File: config.mk
export PLATFORM = sky130hd
export DESIGN_NAME = lvp_fifo
export DESIGN_NICKNAME = d
export VERILOG_FILES = /design/src/hw/rtl/lvp_fifo.sv
export SDC_FILE = /design/constraint.sdc
export NUM_CORES = 1
export LEC_CHECK = 0
export BUFFER_PORTS_ARGS = -buffer_cell sky130_fd_sc_hd__buf_2
export CORE_MARGIN = 3
export CORE_UTILIZATION = 55
export CTS_CLUSTER_SIZE = 30
export DETAILED_ROUTE_END_ITERATION = 10
export PLACE_DENSITY = 0.75
export SKIP_CTS_REPAIR_TIMING = 1
export SYNTH_ARGS = -nofsm -noshare
export SYNTH_HDL_FRONTEND = slang
export SYNTH_SLANG_ARGS = --single-unit
File: constraint.sdc
create_clock -name clk -period 2.8 [get_ports clk]
set_input_delay 0.28 -clock clk [delete_from_list [all_inputs] [get_ports clk]]
set_output_delay 0.28 -clock clk [all_outputs]
set_load 0.005 [all_outputs]
File: src/hw/rtl/lvp_fifo.sv
`timescale 1ns / 1ps
`default_nettype none

module lvp_fifo #(
  parameter int unsigned W = 13
) (
  input  wire logic         clk,
  input  wire logic         rst,
  input  wire logic         in_valid,
  output logic              in_ready,
  input  wire logic [W-1:0] in_data,
  output logic              out_valid,
  input  wire logic         out_ready,
  output logic [W-1:0]      out_data
);

  localparam int unsigned DEPTH = 4;
  localparam int unsigned PW = $clog2(DEPTH);

  logic [W-1:0]  slots [DEPTH];
  logic [PW-1:0] wp;
  logic [PW-1:0] rp;
  logic [PW:0]   cnt;
  logic          push;
  logic          pop;

  assign in_ready  = (cnt != (PW+1)'(DEPTH));
  assign out_valid = (cnt != '0);
  assign out_data  = slots[rp];
  assign push      = in_valid && in_ready;
  assign pop       = out_valid && out_ready;

  // pointers and fill level
  always_ff @(posedge clk) begin
    if (rst) begin
      wp  <= '0;
      rp  <= '0;
      cnt <= '0;
    end else begin
      if (push) wp <= wp + PW'(1);
      if (pop) rp <= rp + PW'(1);
      if (push && !pop) begin
        cnt <= cnt + (PW+1)'(1);
      end else if (pop && !push) begin
        cnt <= cnt - (PW+1)'(1);
      end
    end
  end

  // entry storage
  always_ff @(posedge clk) begin
    if (push) slots[wp] <= in_data;
  end

endmodule

`default_nettype wire

==> metrics.md, run 1 <==
| Metric | Value |
|---|---|
| Post-synth EDFFs | 52 |
| Initial Utilization | 0.582 |
| Mapped Area | 2360 µm² |
| Layout cell share with drive strength beyond 1 | 0.369 |
| Critical Path, Cell by Cell | buf_4 -> mux4_2 -> buf_2 |
| FP Rows | 23 |
| Unique masters post-synth | 24 |
| Post-DP HPWL | 2.55 mm |
| Worst min path class | input pin to flop |
| Die Ht | 71.5 µm |
| RSZ-0062 raised after global routing | false |
| Static Leak | 1.00 nW |
| Final Hold Viols | 0 |
| Fill cell count | 262 |
| Worst Path Buf+Inv | 2 |
| Root Driver | clkbuf_8 |
| Setup TNS | 0 ns |
| Critical path fanouts, max | 9 |
| Worst reg2reg startpoint | cnt[0]$_SDFFE_PP0P_ |
| Synth Area in Simple Gates | 0.0365 |
| Die width | 71.5 µm |
| GP Congestion | 0.687 |
| Port bufs | 31 |
| Nets | 178 |
| Worst-skew pair later-pin latency | 0.32 ns |
| Slew Limit Fails | 0 |
| Worst path arrival time | 1.92 ns |
| Outcome | complete, no violations |
| Mux cell area share after synthesis | 0.142 |
| Vias in the first global route | 1211 |
| Worst setup path endpoint | out_data[5] |
| Worst slew pin tran | 0.714 ns |
| Worst r2r path cells | 8 |
| Post-route antenna net violation count | 0 |
| Drt pass-1 iters | 4 |
| Total gr overflow | 0 |
| Worst path max stage delay | 0.67 ns |
| Max Cap Violations | 0 |
| Routed via count | 1150 |
| Syn_nets | 138 |
| Synthesized instance count | 115 |
| TritonCTS clock tree | done |
| Kind of critical path | flop to primary output |
| Fmax | 455 MHz |
| Adder-cell share of the synthesized area | 0.0350 |
| Antenna cell count | 0 |
| Vias per cell | 5.48 |
| Largest family of logic cells by synthesized area | multiplexers |
| Num Clock Sinks | 61 |
| Synth Warn # | 0 |
| Sequential element share of the synthesized area | 0.737 |
| Post-Synth XOR/XNOR Area | 0.0148 |
| WP data required | 2.52 ns |
| Total core area | 4060 µm² |
| Clock-pin slew on the worst setup and hold paths | 0.06 ns |
| WP depth | 3 |
| Ys async rst share | 0 |
| Largest net degree at the start of global routing | 14 |
| Reg2reg setup slack | 0.64 ns |
| Residual DRC count | 0 |
| Initial antenna violation count | 0 |
| Routed WL per cell | 18.0 µm |
| Final worst path period need | 2.20 ns |
| Final setup vio count | 0 |
| Synthesis-to-finish area growth | 17.4% |
| Initial DRC count | 62 |
| Top delay family on crit path | flip-flops |
| Power Total | 2.55 mW |
| Mean area per synthesized cell | 20.5 µm² |
| Setup crit start kind | flop |
| # H-tree levels | 3 |
| Die area | 5120 µm² |
| Worst setup EP type | primary output |
| Synth Area in Compound Gates | 0.0212 |
| Peak supply drop | 0.000684 V |
| Worst Skew | 0.00658 ns |
| Total CTS buffers | 9 |
| Tcrit/Tclk final | 0.784 |
| Synth Flop Type | edfxtp_1 |
| RR Endpoint | cnt[2]$_SDFFE_PP0P_ |
| Register bit total from synthesis | 61 |
| Relative slew slack | 0.524 |
| Final wirelength | 3.78 mm |
| I/O Pins | 32 |
| First-pass GRT wire length | 6.15 mm |
| CTS Buffer Depth | 2 |
| Crit-path slowest cell | dfxtp_1 |
| Total GRT Usage | 0.171 |
| Pwr per Cell Area | 919 nW/µm² |
## kinds of logic after synthesis
| kind of cell | count (synthesis) |
|---|---|
| adder cells (fa/ha/maj) | 6 |
| AND/OR/NAND/NOR | 17 |
| XOR/XNOR | 4 |
| buffers and inverters | 6 |
| AO/OA/AOI/OAI | 5 |
| flip-flops | 61 |
| multiplexers | 16 |
## cell usage in the layout (no fill, tap or decap), types with 3 or more instances in the layout
cell	instances
ha_1	5
clkbuf_8	9
inv_1	3
xor2_1	4
nor2_1	7
mux4_2	10
mux4_1	3
edfxtp_1	52
dfxtp_1	9
clkinv_2	3
buf_2	31
and2_1	4
## metal layers
metal | wire length, µm | track usage
met5 | 0 | 0
met4 | 35 | 0.0752
met3 | 211 | 0.0631
met2 | 2070 | 0.297
met1 | 1470 | 0.188
## flip-flops by register name (all words and copies together) (netlist names), named ones only
signal,cells
cnt,3
slots,52
rp,2
wp,2
## cell type report
type	count	area (µm²)	area share
multi-input combinational	48	589	0.212
timing repair buffer	32	163	0.0586
clock inverter	5	75.1	0.0271
clock buffer	11	131	0.0474
tap	50	62.6	0.0226
inverter	3	11.3	0.00406
sequential	61	1740	0.628
## synthesized netlist by cell type (all sizes together), types with 2 or more instances
library cell,n,share of area
dfxtp,9,0.076
mux4,13,0.13
inv,3,0.0048
ha,5,0.026
nand2b,2,0.0053
and2,4,0.011
buf,2,0.0069
mux2i,2,0.0085
edfxtp,52,0.66
nor2,8,0.014
or3,2,0.0053
xor2,4,0.015
## power breakdown
part           switching (mW)  internal [mW]
logic                   0.232          0.298
clock network           0.303          0.497
registers               0.104           1.11
total                   0.640           1.91
## worst min-delay path by stage
stage | startpoint | cells after the start | end
after floorplan | in_data[0] | 0 | slots[0][0]$_DFFE_PP_
after global placement | in_data[8] | 1 | slots[0][8]$_DFFE_PP_
after detailed placement | in_data[6] | 1 | slots[3][6]$_DFFE_PP_
after CTS | in_data[10] | 1 | slots[1][10]$_DFFE_PP_
after global routing | in_data[1] | 1 | slots[2][1]$_DFFE_PP_
final | in_data[10] | 1 | slots[3][10]$_DFFE_PP_
## through the flow
step / utilization / setup slack, ns / instances / cell area, µm² / hold WS, ns
final: 0.684 / 0.604 / 210 / 2770 / 0.170
after global routing: 0.684 / 0.452 / 210 / 2770 / 0.155
after CTS: 0.684 / 0.535 / 210 / 2770 / 0.155
after detailed placement: 0.633 / 0.656 / 194 / 2570 / 0.499
after global placement: 0.633 / 0.779 / 194 / 2570 / 0.488
after floorplan: - / 0.822 / 115 / 2360 / 0.379
(Power assumes the default switching activity.)
==> inputs of run 2 (changes only) <==
Settings changed: CORE_UTILIZATION 55 to 50, PLACE_DENSITY 0.75 to 0.72.
Clock period 2.8 ns to 1.75 ns, I/O delays scaled along.
==> run 2 against run 1 <==
  * The run now ends with negative setup slack left
  * Sequential share of layout area shrank 2.5 points
  * Non-clock buffer count grew 13
  * Clock power grew 22%
  * Critical endpoint is now cnt[2]$_SDFFE_PP0P_
  * Largest power group unchanged
==> metrics.md, run 2 (synthesis gave the netlist of run 1 again) <==
| Metric | Value |
|---|---|
| Outcome | finished, violations left |
| Violated checks | negative setup slack |
| WP data required | 2.01 ns |
| Port bufs | 31 |
| Tcrit/Tclk final | 1.08 |
| Worst path arrival time | 2.14 ns |
| Die area | 5590 µm² |
| Clock-pin slew on the worst setup and hold paths | 0.06 ns |
| Layer with the highest usage | met2 |
| Worst min path class | input pin to flop |
| Peak supply drop | 0.000828 V |
| Total CTS buffers | 9 |
| Worst Path Buf+Inv | 1 |
| FP Rows | 24 |
| Slew Limit Fails | 0 |
| Vias in the first global route | 1310 |
| Setup TNS | -0.135 ns |
| Residual DRC count | 0 |
| Fin area | 2900 µm² |
| GR Util met2 | 0.264 |
| Synthesis-to-finish area growth | 22.8% |
| Relative slew slack | 0.796 |
| Final Hold Viols | 0 |
| Critical Path, Cell by Cell | o31ai_4 -> ha_2 -> inv_1 -> fa_2 -> xor2_1 -> or3_1 -> a21oi_1 |
| Placed cell areas | 2720 µm² |
| First-pass GRT wire length | 6.01 mm |
| Worst Skew | 0.00452 ns |
| Routed WL per cell | 17.6 µm |
| Root Driver | clkbuf_8 |
| WP depth | 7 |
| Commonest cells after routing, fill and taps aside | edfxtp_1, buf_2, mux4_2, buf_4, clkbuf_8 |
| I/O Pins | 32 |
| Largest net degree at the start of global routing | 14 |
| GP Congestion | 0.733 |
| RSZ-0062 raised after global routing | true |
| Final worst path period need | 1.89 ns |
| Largest reg by FF count | slots |
| Total gr overflow | 0 |
| Worst slew pin tran | 0.301 ns |
| # H-tree levels | 3 |
| Setup crit start kind | flop |
| Antenna cell count | 0 |
| Critical path fanouts, max | 4 |
| Commonest non-fill, non-tap cell in the layout | edfxtp_1 |
| Max Cap Violations | 0 |
| Nets | 191 |
| Final wirelength | 3.95 mm |
| Worst r2r path cells | 7 |
| Die width | 74.7 µm |
| Final WS setup | -0.135 ns |
| TritonCTS clock tree | done |
| Initial antenna violation count | 0 |
| Crit-path slowest cell | dfxtp_4 |
| Total GRT Usage | 0.158 |
| Final setup vio count | 1 |
| Fmax | 530 MHz |
| Worst setup EP type | flop |
| Total core area | 4440 µm² |
| Kind of critical path | flop to flop |
| Worst hold slack | 0.0653 ns |
| Largest registers | slots (52), cnt (3) |
| Pwr per Cell Area | 1390 nW/µm² |
| Worst-skew pair later-pin latency | 0.32 ns |
| Post-DP HPWL | 2.55 mm |
| Largest register FFs | 52 |
| Static Leak | 1.06 nW |
| CTS Buffer Depth | 2 |
| Worst path max stage delay | 0.37 ns |
| Initial DRC count | 51 |
| Layout cell share with drive strength beyond 1 | 0.422 |
| Die Ht | 74.7 µm |
| Grt met1 use | 0.160 |
| Vias per cell | 5.38 |
| Num Clock Sinks | 61 |
| Top delay family on crit path | adder cells |
| Routed via count | 1210 |
| Worst hold path cell count | 1 |
| Drt pass-1 iters | 2 |
| Post-route antenna net violation count | 0 |
| Power Total | 4.03 mW |
| Initial Utilization | 0.532 |
| M3 GR Usage | 0.0534 |
==> run 2: cell types whose count changed in the layout (fill, tap and decap cells not counted), sizes merged <==
cell and delta:
clkbuf +3, buf +12, bufinv -2
==> run 2: per-stage QoR <==
| stage | setup WS [ns] | utilization | std cells |
|---|---|---|---|
| floorplan | -0.0721 | - | 115 |
| global placement | -0.0354 | 0.611 | 207 |
| detailed placement | -0.119 | 0.611 | 207 |
| CTS | -0.140 | 0.645 | 223 |
| global route | -0.251 | 0.653 | 225 |
| finish | -0.135 | 0.653 | 225 |
==> run 2: worst reg2reg max path: stages (launching register included) <==
cell and delay, ns:
dfxtp_4 0.37, o31ai_4 0.26, ha_2 0.23, inv_1 0.07, fa_2 0.33, xor2_1 0.15
or3_1 0.30, a21oi_1 0.12
==> run 2: final timing paths <==
| path | start | slack (ns) | to |
|---|---|---|---|
| min | in_data[9] | 0.07 | slots[1][9]$_DFFE_PP_ |
| min reg2reg | wp[1]$_SDFFE_PP0P_ | 0.53 | wp[1]$_SDFFE_PP0P_ |
| max | cnt[0]$_SDFFE_PP0P_ | -0.14 | cnt[2]$_SDFFE_PP0P_ |
| max reg2reg | cnt[0]$_SDFFE_PP0P_ | -0.14 | cnt[2]$_SDFFE_PP0P_ |
==> run 2: cell type report <==
type	instances	area [µm²]
clock buffers	13	139
multi-input cells	48	608
repair buffers	45	315
fillers	316	1540
flip-flops and latches	61	1750
inverters	3	11.3
well taps	52	65.1
clock inverters	3	12.5
==> run 2: routing by layer <==
| metal | part of all wire | wire [µm] |
|---|---|---|
| met2 | 0.51 | 2010 |
| met1 | 0.40 | 1580 |
| met3 | 0.049 | 194 |
| met4 | 0.041 | 162 |
| met5 | 0 | 0 |
==> run 2: report_power, final <==
group	leakage, nW	switching (mW)	internal (mW)
sequential	0.552	0.116	1.79
combinational	0.429	0.480	0.672
clock	0.0765	0.472	0.503
total	1.06	1.07	2.97
==> inputs of run 3 (changes only) <==
Settings changed: HOLD_SLACK_MARGIN set to 0.08.
==> run 3 against run 2 <==
  * The run still ends with negative setup slack left
  * Clock power barely moved
  * Via count rose by 3.3%
  * Cell area rose by 4.5%
  * Clock skew barely moved
  * Largest power group unchanged
==> metrics.md, run 3 (synthesis gave the netlist of run 1 again) <==
| Metric | Value |
|---|---|
| Outcome | finished, violations left |
| Violated checks | negative setup slack |
| Post-DP HPWL | 2.55 mm |
| Worst reg2reg startpoint | cnt[0]$_SDFFE_PP0P_ |
| Commonest non-fill, non-tap cell in the layout | edfxtp_1 |
| Clock-pin slew on the worst setup and hold paths | 0.06 ns |
| M3 GR Usage | 0.0534 |
| Largest reg by FF count | slots |
| Slew Limit Fails | 0 |
| RSZ-0062 raised after global routing | true |
| Vias in the first global route | 1310 |
| Num Clock Sinks | 61 |
| Reg2reg setup slack | -0.12 ns |
| GP Congestion | 0.733 |
| Fill cell count | 302 |
| Final Hold Viols | 0 |
| Finished Layout Cells | 238 |
| Final setup vio count | 1 |
| Nets | 204 |
| Worst setup path endpoint | cnt[2]$_SDFFE_PP0P_ |
| Critical Path, Cell by Cell | o31ai_4 -> ha_2 -> inv_1 -> fa_2 -> xor2_1 -> or3_1 -> a21oi_1 |
| CTS Buffer Depth | 2 |
| Relative slew slack | 0.799 |
| Critical path fanouts, max | 4 |
| Setup crit start kind | flop |
| I/O Pins | 32 |
| Worst min path class | input pin to flop |
| Power Total | 4.06 mW |
| Layer with the highest usage | met2 |
| Worst path max stage delay | 0.37 ns |
| Pwr per Cell Area | 1340 nW/µm² |
| WP data required | 2.00 ns |
| Worst-skew pair later-pin latency | 0.32 ns |
| Worst path arrival time | 2.13 ns |
| Peak supply drop | 0.000810 V |
| Crit-path slowest cell | dfxtp_4 |
| Worst Skew | 0.00468 ns |
| # placed instances | 207 |
| Total core area | 4440 µm² |
| Largest net degree at the start of global routing | 14 |
| Port bufs | 31 |
| Critical Path Start | cnt[0]$_SDFFE_PP0P_ |
| Worst setup EP type | flop |
| Finished Core Util | 0.682 |
| Grt met1 use | 0.160 |
| Die width | 74.7 µm |
| Final WS setup | -0.124 ns |
| Die area | 5590 µm² |
| Routed via count | 1250 |
| Tcrit/Tclk final | 1.07 |
| Total GRT Usage | 0.158 |
| Pre-CTS setup slack | -0.119 ns |
| Vias per cell | 5.25 |
| # H-tree levels | 3 |
| Static Leak | 1.11 nW |
| FP Rows | 24 |
| Die Ht | 74.7 µm |
| Routed WL per cell | 17.3 µm |
| Synthesis-to-finish area growth | 28.3% |
| Post-route antenna net violation count | 0 |
| Total CTS buffers | 9 |
| Worst slew pin tran | 0.296 ns |
| Initial antenna violation count | 0 |
| Worst r2r path cells | 7 |
| Initial Utilization | 0.532 |
| Initial DRC count | 55 |
| Final wirelength | 4.12 mm |
| Kind of critical path | flop to flop |
| Setup TNS | -0.124 ns |
| Max Cap Violations | 0 |
| Antenna cell count | 0 |
| Root Driver | clkbuf_8 |
| Fmax | 534 MHz |
| Total gr overflow | 0 |
| Largest registers | slots (52), cnt (3) |
| First-pass GRT wire length | 6.01 mm |
| Largest register FFs | 52 |
| RR Endpoint | cnt[2]$_SDFFE_PP0P_ |
| Drt pass-1 iters | 4 |
| Commonest cells after routing, fill and taps aside | edfxtp_1, buf_2, dlygate4sd3_1 |
| GR Util met2 | 0.264 |
| Final worst path period need | 1.87 ns |
| Layout cell share with drive strength beyond 1 | 0.392 |
| Residual DRC count | 0 |
| TritonCTS clock tree | done |
[run 3: how the worst min path moves through the flow]
stage,start,end,slack (ns),cells after the start
6_report,rst,cnt[2]$_SDFFE_PP0P_,0.14,2
5_1_grt,rst,cnt[2]$_SDFFE_PP0P_,0.15,2
4_1_cts,in_data[9],slots[1][9]$_DFFE_PP_,0.05,1
3_5_place_dp,in_data[9],slots[0][9]$_DFFE_PP_,0.40,1
3_3_place_gp,in_data[3],slots[0][3]$_DFFE_PP_,0.38,1
2_1_floorplan,in_data[0],slots[0][0]$_DFFE_PP_,0.27,0
[run 3: layer usage]
layer	routed length, µm	up-vias
li1	-	585
met4	116	0
met2	2150	30
met3	170	13
met5	0	-
met1	1680	622
[run 3: area by class of cell]
cell class / instances / area (µm²) / share of cell area
Clock buffer: 13 / 139 / 0.0458
Clock inverter: 3 / 12.5 / 0.00413
Inverter: 3 / 11.3 / 0.00371
Multi-Input combinational cell: 48 / 608 / 0.201
Sequential cell: 61 / 1750 / 0.577
Tap cell: 52 / 65.1 / 0.0215
Timing Repair Buffer: 58 / 445 / 0.147
[run 3: report_power, final]
group | total [mW] | internal [mW] | switching (mW)
Clock | 0.978 | 0.504 | 0.475
Sequential | 1.91 | 1.79 | 0.116
Combinational | 1.18 | 0.691 | 0.485
[run 3: worst max-delay path: cells and delay by family (launching register included)]
kind            cells  cell delay, ns
xor+xnor            1            0.15
buf+inv             1            0.07
fa+ha+maj           2            0.55
flops               1            0.37
simple gates        1            0.30
compound gates      2            0.37
[run 3: per-stage QoR]
| step | instance area [µm²] | hold WS [ns] |
|---|---|---|
| 2_1_floorplan | 2390 | 0.274 |
| 3_3_place_gp | 2720 | 0.383 |
| 3_5_place_dp | 2720 | 0.398 |
| 4_1_cts | 2870 | 0.0486 |
| 5_1_grt | 3030 | 0.151 |
| 6_report | 3030 | 0.143 |
