### src/hw/rtl/lvp_pkg.sv
`timescale 1ns / 1ps
`default_nettype none

package lvp_pkg;

  // byte codes that matter
  localparam logic [7:0] SYM_OPEN  = 8'h28;
  localparam logic [7:0] SYM_CLOSE = 8'h29;

  // result field
  localparam int unsigned LONGEST_W = 11;
  localparam logic [LONGEST_W-1:0] LONGEST_MAX = 11'd2047;

  // stream data widths
  localparam int unsigned S_DATA_W = 8;
  localparam int unsigned M_DATA_W = 16;

  // command issued by the front end for each byte
  typedef enum logic [1:0] {
    OP_OTHER,
    OP_OPEN,
    OP_CLOSE,
    OP_BEYOND
  } op_t;

  // control part of a queue entry
  typedef struct packed {
    op_t  op;
    logic last;
  } ctl_t;

endpackage

`default_nettype wire

### src/hw/rtl/lvp_front.sv
`timescale 1ns / 1ps
`default_nettype none

module lvp_front #(
  parameter int unsigned MAX_CHARS = 1024,
  parameter int unsigned CW = 11,
  parameter int unsigned AW = 10
) (
  input  wire logic                           clk,
  input  wire logic                           rst,
  input  wire logic                           s_tvalid,
  output logic                                s_tready,
  input  wire logic [lvp_pkg::S_DATA_W-1:0]   s_tdata,   // [7:0] symbol
  input  wire logic                           s_tlast,   // last
  output logic                                q_valid,
  input  wire logic                           q_ready,
  output lvp_pkg::ctl_t                       q_ctl,
  output logic [AW-1:0]                       q_pos
);

  logic [CW-1:0] position;
  logic [CW-1:0] position_next;
  logic          beyond;
  logic          accept;

  // the queue slot is the only thing that holds the input side
  assign s_tready = q_ready;
  assign q_valid  = s_tvalid;
  assign accept   = s_tvalid && q_ready;
  assign beyond   = (position == CW'(MAX_CHARS));
  assign q_pos    = position[AW-1:0];

  // classify the byte
  always_comb begin
    q_ctl.last = s_tlast;
    if (beyond) begin
      q_ctl.op = lvp_pkg::OP_BEYOND;
    end else begin
      case (s_tdata)
        lvp_pkg::SYM_OPEN:  q_ctl.op = lvp_pkg::OP_OPEN;
        lvp_pkg::SYM_CLOSE: q_ctl.op = lvp_pkg::OP_CLOSE;
        default:            q_ctl.op = lvp_pkg::OP_OTHER;
      endcase
    end
  end

  // byte position, held at the limit, cleared after the last byte
  always_comb begin
    position_next = position;
    if (accept) begin
      if (s_tlast) begin
        position_next = '0;
      end else if (!beyond) begin
        position_next = position + CW'(1);
      end
    end
  end

  always_ff @(posedge clk) begin
    if (rst) begin
      position <= '0;
    end else begin
      position <= position_next;
    end
  end

endmodule

`default_nettype wire

### config.mk
export PLATFORM = sky130hd
export DESIGN_NAME = lvp_front
export DESIGN_NICKNAME = d
export VERILOG_FILES = /design/src/hw/rtl/lvp_pkg.sv /design/src/hw/rtl/lvp_front.sv
export SDC_FILE = /design/constraint.sdc
export NUM_CORES = 1
export LEC_CHECK = 0
export ABC_AREA = 0
export BUFFER_PORTS_ARGS = -buffer_cell sky130_fd_sc_hd__buf_2
export CORE_MARGIN = 2
export CORE_UTILIZATION = 46
export CTS_BUF_LIST = sky130_fd_sc_hd__clkbuf_4 sky130_fd_sc_hd__clkbuf_8
export DETAILED_ROUTE_END_ITERATION = 10
export PLACE_DENSITY = 0.74
export SYNTH_ARGS = -nofsm -noshare
export SYNTH_HDL_FRONTEND = slang
export SYNTH_SLANG_ARGS = --single-unit
### constraint.sdc
create_clock -name clk -period 2 [get_ports clk]
set_input_delay 0.2 -clock clk [delete_from_list [all_inputs] [get_ports clk]]
set_output_delay 0.2 -clock clk [all_outputs]
set_load 0.02 [all_outputs]
==> results of run 1 <==
cell families after synthesis:
family,count (synthesis),synth area share [%]
fa+ha+maj,2,3.241
buf+inv,21,17.66
simple gates,40,29.82
compound gates,28,20.75
flops,11,28.52
cells in the final DEF (no fill, tap or decap):
| master | netlist | final |
|---|---|---|
| nand3_1 | 2 | 2 |
| buf_2 | 0 | 27 |
| a221o_1 | 2 | 2 |
| or3_1 | 2 | 2 |
| nor4_1 | 5 | 5 |
| a31oi_1 | 2 | 2 |
| ha_1 | 2 | 2 |
| inv_1 | 3 | 3 |
| a41oi_1 | 2 | 2 |
| and3_1 | 2 | 2 |
| nor2_1 | 11 | 11 |
| a21oi_1 | 11 | 11 |
| and4_1 | 1 | 1 |
| nand2_1 | 4 | 4 |
| and4_4 | 1 | 1 |
| or4_1 | 1 | 1 |
| clkbuf_4 | 0 | 4 |
| and3_2 | 1 | 1 |
| o21ai_0 | 11 | 11 |
| nand4_1 | 3 | 3 |
| nand4b_1 | 1 | 1 |
| dfxtp_1 | 11 | 11 |
| nand2_2 | 1 | 1 |
| and2_1 | 1 | 1 |
| nand3b_1 | 2 | 2 |
| nor4b_1 | 2 | 2 |
final cells by class:
type / instances / area, sq um
repair buffers: 27 / 135.1
flip-flops and latches: 11 / 220.2
clock buffers: 4 / 30.03
inverters: 3 / 11.26
well taps: 16 / 20.02
multi-input cells: 70 / 415.4
fillers: 152 / 709.4
power groups by stage:
stage               sequential [mW]  clock [mW]  combinational (mW)
floorplan                     0.226           0              0.0330
global placement              0.227           0              0.0488
detailed placement            0.227           0              0.0498
CTS                           0.222       0.171              0.0499
global route                  0.222       0.185              0.0545
finish                        0.222       0.163              0.0497
layer usage:
layer | up-vias | share of wire (%)
met5 | - | 0
met4 | 0 | 0
met3 | 0 | 5.9
met2 | 29 | 49
met1 | 350 | 45
li1 | 392 | -
through the flow:
step	setup WS [ns]	area (sq um)	total power, mW
final	0.1956	832.0	0.4352
after global routing	0.1059	832.0	0.4617
after CTS	0.1914	832.0	0.4429
after detailed placement	0.3511	802.0	0.2769
after global placement	0.4406	802.0	0.2754
after floorplan	0.5000	772.0	0.2595
how the worst max path moves through the flow:
| stage | startpoint | to | slack [ns] |
|---|---|---|---|
| 2_1_floorplan | position[0]$_SDFFE_PP0P_ | position[10]$_SDFFE_PP0P_ | 0.50 |
| 3_3_place_gp | position[0]$_SDFFE_PP0P_ | position[10]$_SDFFE_PP0P_ | 0.44 |
| 3_5_place_dp | position[0]$_SDFFE_PP0P_ | position[10]$_SDFFE_PP0P_ | 0.35 |
| 4_1_cts | position[7]$_SDFFE_PP0P_ | q_ctl[2] | 0.19 |
| 5_1_grt | position[7]$_SDFFE_PP0P_ | q_ctl[2] | 0.11 |
| 6_report | position[7]$_SDFFE_PP0P_ | q_ctl[2] | 0.20 |
==> results.tsv, run 1 <==
stage	metric	value	unit
run_status	status	finished, final reports clean	
placed_design	dp_cells	127	
worst_setup_path	path_max_fanout	7	
power_and_ir_drop	p_int	0.3297	mW
yosys	yosysUniqueCellTypes	28	
drt	drtAntennaViolNets	0	
yosys	yosys.area.top_type	dfxtp_1	
yosys	ys_ff_latch	11	
placed_design	numPortBuffers	27	
worst_setup_path	cp.arrival	1.60	ns
worst_setup_path	rr_worst_depth	5	
cells_and_area	utilization	53.98	%
timing	final_min_period_over_clock_period	90.22	%
power_and_ir_drop	swShare	24.24	%
die	initial_utilization	50.08	%
cells_and_area	reg.largest.list	position: 11 flops	
global_route	grt.met2_usage	32.00	%
clock_tree	post_cts.repair.setup_buffers	0	
drt	drt-initial-drc-count	15	
yosys	ys_warn_count	0	
die	num_rows	14	
power_and_ir_drop	powerDensity	523.0	mW/mm^2
placed_design	hpwlAfterDp	1.269	mm
global_route	grt_busiest_layer	met2	
worst_setup_path	reg2reg_to	position[10]$_SDFFE_PP0P_	
die	die_w	44.97	um
global_route	use_met1	22.74	%
global_route	use_met3	6.400	%
yosys	synth_top_area_share	28.53	%
global_route	first_global_vias	654	
die	die_area	0.002022	sq mm
global_route	grt_start_max_net_pins	17	
power_and_ir_drop	power.leakage	0.3616	nW
worst_hold_path	worstHoldEndpoint	position[10]$_SDFFE_PP0P_	
yosys	synth_seq_area_share	28.53	%
timing	holdWs	0.2891	ns
clock_tree	clkLatencyLatePin	0.26	ns
yosys	syn-num-nets	117	
global_route	grt-ovfl-total	0	
yosys	synth_cells	102	
power_and_ir_drop	peakVddDrop	375.6	uV
yosys	synth_ff_type	dfxtp_1	
power_and_ir_drop	switchingPower	0.1055	mW
worst_setup_path	end_kind	output pin	
power_and_ir_drop	p_clk_share	37.6	%
worst_hold_path	hold_class	in2reg	
cells_and_area	n_antenna_cell	0	
worst_setup_path	r2r-start	position[0]$_SDFFE_PP0P_	
timing	setup_tns	0	ns
die	die_h	44.97	um
worst_setup_path	cp_cell_sequence	nor4_1 -> nand4_1 -> o21ai_0 -> buf_2	
yosys	synth_area	772.0	sq um
cells_and_area	largest_reg_flops	11	
worst_hold_path	hold_depth	2	
yosys	avgSynthCellArea	7.569	sq um
yosys	synthTopCellsByCount	buf_4 (13), a21oi_1 (11), dfxtp_1 (11), nor2_1 (11), o21ai_0 (11)	
clock_tree	root_buffer	clkbuf_4	
drt	drc_errors	0	
drt	vias	771	
worst_hold_path	hold_start	rst	
timing	hold_viol_final	0	
clock_tree	clock-sinks	11	
yosys	synth_most_common_cell	buf_4	
clock_tree	cts_tree	done	
timing	relSlewSlack	72.66	%
power_and_ir_drop	combPwrFrac	11.4	%
die	core	0.001541	sq mm
global_route	grt_use_total	18.70	%
worst_setup_path	crit_path_start_kind	flop	
cells_and_area	top_register	position	
timing	setup_viol	0	
worst_setup_path	cp_num_cells	4	
timing	drv_slew	0	
placed_design	gp_congestion	0.8066	
worst_setup_path	cpLargestDelayFamily	simple AND/OR/NAND/NOR gates	
power_and_ir_drop	p_seq_share	51.0	%
clock_tree	cts_hold_buf	0	
worst_setup_path	critPathRequiredTime	1.80	ns
drt	wl_per_cell	13.24	um
clock_tree	cts-resized-gates	0	
clock_tree	clockBufferDepth	2	
cells_and_area	layout-drive-gt1-share	29.57	%
clock_tree	clkTransAtPathRegs	0.07	ns
worst_setup_path	critPathMaxStageDelay	0.37	ns
worst_setup_path	critPathSlowestCell	dfxtp_1	
clock_tree	cts_max_level	1	
cells_and_area	area_growth	7.780	%
worst_setup_path	crit_type	reg2out	
yosys	ys_top_cells_by_area	dfxtp_1 (29%), buf_4 (13%), a21oi_1 (7.1%), o21ai_0 (7.1%), nor2_1 (5.3%)	
drt	drtPass1Iterations	4	
yosys	async_flop_share	0	%
worst_setup_path	reg2reg_slack	0.32	ns
timing	rsz0062_at_grt	no	
cells_and_area	fin_nets	131	
clock_tree	numCtsBuffers	3	
drt	wl	1.734	mm
global_route	grt_pass1_wl	2.829	mm
global_route	antenna_found_initial	0	
timing	skew	0.003643	ns
cells_and_area	layout.cells.non_filler	131	
die	io_pins	28	
timing	max_slew.worst_pin.slew	0.4090	ns
drt	routed_via_density	5.885	
timing	period_needed	1.804	ns
worst_setup_path	cp_num_buf_inv	1	
timing	clock.fmax	554.2	MHz
flow_run	cap_violations	0	
yosys	synth_edf_count	0	
Power figures use the tool's default switching activity.
==> run 2, diff against run 1 <==
==> constraint.sdc (replaced) <==
create_clock -name clk -period 1.78 [get_ports clk]
set_input_delay 0.178 -clock clk [delete_from_list [all_inputs] [get_ports clk]]
set_output_delay 0.178 -clock clk [all_outputs]
set_load 0.02 [all_outputs]
==> run 2 against run 1 <==
- sequential share of layout area down 0.75 points
- routed wire length up 2.7%
- worst hold slack lost 0.029 ns
- register-to-register slack got worse by 0.06 ns
- first-iteration DRC count shrank 40%
- die area unchanged
- design area is 4.7% higher
- count of clock-buffer cells in the layout stayed put
- core utilization is 2.5 points higher
- non-clock buffer count is 3 higher
- largest power group unchanged
==> results.tsv, run 2 (synthesis gave the netlist of run 1 again) <==
stage	metric	value	unit	change
worst_setup_path	cp_cell_sequence	nor4_2 -> nand4_1 -> o21ai_1 -> buf_2		
worst_setup_path	critPathMaxStageDelay	0.36	ns	about the same
placed_design	numPortBuffers	27		unchanged
worst_setup_path	cp.arrival	1.48	ns	-0.12 ns
worst_setup_path	critPathRequiredTime	1.60	ns	-0.20 ns
timing	setup_tns	0	ns	unchanged
power_and_ir_drop	power.leakage	0.3812	nW	+5.4%
cells_and_area	layout-drive-gt1-share	35.59	%	+6.0 points
cells_and_area	utilization	56.49	%	+2.5 points
worst_setup_path	crit_path_start_kind	flop		
power_and_ir_drop	powerDensity	570.8	mW/mm^2	+9.1%
worst_hold_path	hold_depth	2		unchanged
flow_run	cap_violations	0		unchanged
clock_tree	clockBufferDepth	2		unchanged
worst_setup_path	rr_worst_depth	5		unchanged
die	num_rows	14		unchanged
run_status	status	finished, final reports clean		
timing	relSlewSlack	72.78	%	+0.12 points
placed_design	gp_congestion	0.8170		+1.3%
cells_and_area	mostFrequentLayoutCell	buf_2		
clock_tree	clkTransAtPathRegs	0.08	ns	about the same
worst_setup_path	cp_num_cells	4		unchanged
timing	period_needed	1.660	ns	
cells_and_area	reg.largest.list	position: 11 flops		
cells_and_area	final.fill_count	153		+0.66%
timing	clock.fmax	602.4	MHz	
worst_setup_path	cp_num_buf_inv	1		unchanged
cells_and_area	top_register	position		
placed_design	hpwlAfterDp	1.274	mm	+0.43%
cells_and_area	largest_reg_flops	11		unchanged
drt	drc_errors	0		unchanged
worst_setup_path	end_kind	output pin		
global_route	first_global_vias	683		+4.4%
clock_tree	cts_hold_buf	0		unchanged
die	core	0.001541	sq mm	unchanged
timing	final_min_period_over_clock_period	93.26	%	
drt	routed_via_density	6.000		+1.9%
power_and_ir_drop	totalPowerFinal	0.4971	mW	+14%
drt	drtAntennaViolNets	0		unchanged
die	initial_utilization	50.08	%	unchanged
die	die_w	44.97	um	unchanged
die	die_area	0.002022	sq mm	unchanged
global_route	grt_start_max_net_pins	17		unchanged
cells_and_area	final_cell_mix	buf_2 (27), nor2_1 (11), a21oi_1 (11)		
drt	wl_per_cell	13.29	um	+0.41%
global_route	grt_use_total	20.13	%	+1.4 points
worst_setup_path	path_max_fanout	7		unchanged
global_route	antenna_found_initial	0		unchanged
clock_tree	numCtsBuffers	3		unchanged
timing	hold_viol_final	0		unchanged
global_route	grt-ovfl-total	0		unchanged
worst_setup_path	cpLargestDelayFamily	simple AND/OR/NAND/NOR gates		
worst_setup_path	crit_type	reg2out		
die	io_pins	28		unchanged
drt	vias	804		+4.3%
clock_tree	cts_max_level	1		unchanged
cells_and_area	n_antenna_cell	0		unchanged
worst_hold_path	hold_class	in2reg		
timing	skew	0.007505	ns	+0.003861 ns
timing	drv_slew	0		unchanged
worst_setup_path	critPathSlowestCell	dfxtp_2		
cells_and_area	fin_nets	134		+2.3%
global_route	grt_pass1_wl	2.953	mm	+4.4%
drt	drt-initial-drc-count	9		-6
clock_tree	clkLatencyLatePin	0.27	ns	about the same
power_and_ir_drop	peakVddDrop	239.4	uV	-36%
clock_tree	cts_tree	done		
timing	rsz0062_at_grt	no		
timing	setup_viol	0		unchanged
drt	wl	1.781	mm	+2.7%
cells_and_area	area_growth	12.80	%	
clock_tree	clock-sinks	11		unchanged
timing	max_slew.worst_pin.slew	0.4072	ns	-0.001792 ns
drt	drtPass1Iterations	4		unchanged
die	die_h	44.97	um	unchanged
clock_tree	root_buffer	clkbuf_4		
==> run 2: cell type report <==
class | instances | area [sq um] | share of cell area, %
Sequential cell | 11 | 224.0 | 25.72
Inverter | 3 | 11.26 | 1.293
Tap cell | 16 | 20.02 | 2.299
Timing Repair Buffer | 30 | 157.7 | 18.10
Clock buffer | 4 | 30.03 | 3.448
Multi-Input combinational cell | 70 | 427.9 | 49.14
==> run 2: path summary, 6_finish.rpt <==
check | from | end | slack (ns)
setup / recovery | position[2]$_SDFFE_PP0P_ | q_ctl[2] | 0.12
hold / removal | rst | position[8]$_SDFFE_PP0P_ | 0.26
setup reg to reg | position[0]$_SDFFE_PP0P_ | position[10]$_SDFFE_PP0P_ | 0.26
hold reg to reg | position[10]$_SDFFE_PP0P_ | position[10]$_SDFFE_PP0P_ | 0.52
==> run 2: worst reg2reg max path: stages (launching register included) <==
cell and delay [ns]:
dfxtp_1 0.41, ha_1 0.21, and3_1 0.20, nand2_2 0.05, or4_1 0.46, a21oi_1 0.13
==> run 2: layer usage <==
layer  vias to the layer above  track usage (%)  wire, um
met5                         -                0         0
met4                         0            8.824        24
met3                         4            4.800        98
met2                        28            32.57       885
met1                       378            25.31       772
li1                        394                -         -
==> run 2: through the flow <==
stage,setup slack [ns],area (sq um),std cells,hold WS (ns)
2_1_floorplan,0.2800,772.0,102,0.4101
3_3_place_gp,0.3347,817.0,129,0.4814
3_5_place_dp,0.2657,817.0,129,0.4985
4_1_cts,0.03477,847.1,133,0.2561
5_1_grt,0.007467,870.8,134,0.2757
6_report,0.1200,870.8,134,0.2604
==> run 2: timing repair <==
| action | CTS | global route |
|---|---|---|
| setup buffers | 0 | 1 |
| setup endpoints to repair | 0 | 2 |
| resized for setup | 0 | 7 |
==> run 2: report_power, final <==
part / switching [mW] / leakage (nW) / internal [mW]
clock network: 0.0896 / 0.0184 / 0.102
registers: 0.00185 / 0.0902 / 0.247
logic: 0.0351 / 0.273 / 0.0212
total: 0.127 / 0.381 / 0.370
==> run 3, diff against run 2 <==
--- a/config.mk
+++ b/config.mk
@@ -7,11 +7,13 @@
 export LEC_CHECK = 0
 export ABC_AREA = 0
 export BUFFER_PORTS_ARGS = -buffer_cell sky130_fd_sc_hd__buf_2
+export CORE_ASPECT_RATIO = 1.2
 export CORE_MARGIN = 2
 export CORE_UTILIZATION = 46
 export CTS_BUF_LIST = sky130_fd_sc_hd__clkbuf_4 sky130_fd_sc_hd__clkbuf_8
 export DETAILED_ROUTE_END_ITERATION = 10
 export PLACE_DENSITY = 0.74
+export RECOVER_POWER = 50
 export SYNTH_ARGS = -nofsm -noshare
 export SYNTH_HDL_FRONTEND = slang
 export SYNTH_SLANG_ARGS = --single-unit
==> run 3 against run 2 <==
- sequential share of layout area decreased by 0.21 points
- clock power about the same
- die area about the same
- final cell count increased by 3.0%
- count of clock-buffer cells in the layout unchanged
- total power about the same
- flip-flop and latch count unchanged
- non-clock buffer count increased by 2
- worst hold slack got worse by 0.0044 ns
- first-iteration DRC count increased by 89%
- combinational power decreased by 4.6%
- critical path type unchanged
- critical endpoint is now q_ctl[1]
- largest cell class unchanged
- largest power group unchanged
- highest routed layer unchanged
==> results.tsv, run 3 (synthesis gave the netlist of run 1 again) <==
stage	metric	value	unit	change
run_status	status	finished, final reports clean		
clock_tree	cts_max_level	1		unchanged
cells_and_area	layout-drive-gt1-share	23.33	%	-12 points
worst_setup_path	path_max_fanout	7		unchanged
drt	drtPass1Iterations	5		+1
drt	wl_per_cell	13.18	um	-0.83%
worst_setup_path	crit_path_start_kind	flop		
power_and_ir_drop	p_int	0.3689	mW	-0.41%
drt	routed_via_density	5.732		-4.5%
power_and_ir_drop	combPwrFrac	10.8	%	-0.5 points
clock_tree	clkLatencyLatePin	0.27	ns	about the same
worst_hold_path	hold_class	in2reg		
power_and_ir_drop	swShare	25.77	%	+0.30 points
power_and_ir_drop	p_seq_share	50.1	%	about the same
worst_setup_path	worstSetupStartpoint	position[7]$_SDFFE_PP0P_		
clock_tree	clock-sinks	11		unchanged
timing	rsz0062_at_grt	no		
worst_setup_path	rr_worst_depth	5		unchanged
clock_tree	cts_hold_buf	0		unchanged
cells_and_area	regArea	220.2	sq um	-1.7%
clock_tree	root_buffer	clkbuf_4		
worst_setup_path	reg2reg_to	position[10]$_SDFFE_PP0P_		
clock_tree	numCtsBuffers	3		unchanged
die	initial_utilization	48.20	%	-1.9 points
die	die_w	41.40	um	-7.9%
cells_and_area	design_area	863.3	sq um	-0.86%
drt	drt-initial-drc-count	17		+8
cells_and_area	mostFrequentLayoutCell	buf_2		
worst_setup_path	r2r-start	position[0]$_SDFFE_PP0P_		
timing	worst_slack	0.1377	ns	+0.01778 ns
die	core	0.001602	sq mm	+3.9%
cells_and_area	final_cell_mix	buf_2 (15), clkbuf_1 (12)		
die	num_rows	16		+2
worst_setup_path	crit_type	reg2out		
placed_design	pre_cts_ws	0.2466	ns	-0.01910 ns
timing	clock.fmax	608.9	MHz	+1.1%
global_route	first_global_vias	646		-5.4%
power_and_ir_drop	peakVddDrop	403.1	uV	+68%
placed_design	placed_cell_area	819.5	sq um	+0.31%
timing	max_slew.worst_pin.slew	0.6434	ns	+0.2362 ns
timing	holdWs	0.2560	ns	-0.004423 ns
cells_and_area	multi_input_area	421.7	sq um	-1.5%
cells_and_area	area_growth	11.83	%	
cells_and_area	top_register	position		
cells_and_area	n_antenna_cell	0		unchanged
worst_setup_path	endpoint	q_ctl[1]		
power_and_ir_drop	powerDensity	575.7	mW/mm^2	+0.86%
drt	wl	1.819	mm	+2.1%
cells_and_area	fin_nets	136		+1.5%
timing	setup_tns	0	ns	unchanged
timing	final_min_period_over_clock_period	92.26	%	-1.0 points
global_route	grt-ovfl-total	0		unchanged
power_and_ir_drop	p_clk_share	39.0	%	+0.4 points
cells_and_area	reg.largest.list	position: 11 flops		
drt	vias	791		-1.6%
timing	drv_slew	0		unchanged
die	io_pins	28		unchanged
drt	drtAntennaViolNets	0		unchanged
die	die_area	0.002023	sq mm	about the same
timing	setup_viol	0		unchanged
timing	period_needed	1.642	ns	-0.01778 ns
worst_setup_path	critPathRequiredTime	1.60	ns	about the same
worst_setup_path	end_kind	output pin		
clock_tree	clkTransAtPathRegs	0.08	ns	about the same
worst_setup_path	cp.arrival	1.46	ns	-0.02 ns
die	die_h	48.88	um	+8.7%
clock_tree	clockBufferDepth	2		unchanged
timing	relSlewSlack	57.11	%	-16 points
power_and_ir_drop	switchingPower	0.1281	mW	+1.2%
global_route	grt_pass1_wl	2.794	mm	-5.4%
cells_and_area	largest_reg_flops	11		unchanged
power_and_ir_drop	power.leakage	0.3387	nW	-11%
placed_design	hpwlAfterDp	1.247	mm	-2.2%
flow_run	cap_violations	0		unchanged
global_route	grt_use_total	19.26	%	-0.87 points
timing	skew	0.004526	ns	-0.002979 ns
drt	drc_errors	0		unchanged
worst_hold_path	hold_start	rst		
global_route	antenna_found_initial	0		unchanged
timing	hold_viol_final	0		unchanged
global_route	grt_start_max_net_pins	17		unchanged
placed_design	gp_congestion	0.7820		-4.3%
cells_and_area	final.fill_count	177		+16%
worst_setup_path	reg2reg_slack	0.21	ns	-0.05 ns
clock_tree	cts_tree	done		
placed_design	numPortBuffers	27		unchanged
run 3: cell types whose count changed in the layout (fill, tap and decap cells not counted):
cell,change
nor4_2,-1
o21ai_1,-2
buf_2,-12
buf_4,+2
clkbuf_1,+12
dfxtp_2,-3
dfxtp_1,+3
nor4_1,+1
o21ai_0,+2
run 3: metal layers:
metal,GRT usage (%),wire (um),up-vias
met5,0,0,-
met4,4.839,9,0
met3,4.110,72,2
met2,29.95,935,21
met1,26.21,801,368
li1,-,-,400
run 3: worst min-delay path by stage:
stage | end | slack, ns | depth (start not counted)
6_report | position[3]$_SDFFE_PP0P_ | 0.26 | 2
5_1_grt | position[3]$_SDFFE_PP0P_ | 0.27 | 2
3_5_place_dp | position[10]$_SDFFE_PP0P_ | 0.49 | 2
3_3_place_gp | position[10]$_SDFFE_PP0P_ | 0.48 | 2
2_1_floorplan | position[0]$_SDFFE_PP0P_ | 0.41 | 2
4_1_cts | position[7]$_SDFFE_PP0P_ | 0.26 | 2
run 3: power by group through the flow:
stage          sequential [mW]  clock (mW)  combinational [mW]
3_3_place_gp             0.255           0              0.0542
2_1_floorplan            0.254           0              0.0371
6_report                 0.249       0.194              0.0538
4_1_cts                  0.249       0.192              0.0553
5_1_grt                  0.250       0.207              0.0600
3_5_place_dp             0.255           0              0.0552
run 3: cell type report:
class | count | share of cell area (%)
multi-input combinational | 70 | 48.84
sequential | 11 | 25.51
timing repair buffer | 32 | 18.26
clock buffer | 4 | 3.478
tap | 18 | 2.609
inverter | 3 | 1.304
run 3: metrics by stage:
step | util, % | instances | power [mW]
final | 53.91 | 138 | 0.4970
after floorplan | - | 102 | 0.2915
after CTS | 53.05 | 135 | 0.4964
after detailed placement | 51.17 | 131 | 0.3101
after global routing | 53.91 | 138 | 0.5167
after global placement | 51.17 | 131 | 0.3088
run 3: what timing repair did:
| item | in CTS | in global routing |
|---|---|---|
| setup endpoints to repair | 0 | 2 |
| buffers inserted | 0 | 3 |
| gates resized for setup | 0 | 1 |
run 3: worst max-delay path, cell delays in order, from the launching register on:
cell and delay (ns):
dfxtp_1 0.38, nor4_2 0.30, nand4_1 0.22, o21ai_0 0.12
buf_2 0.18
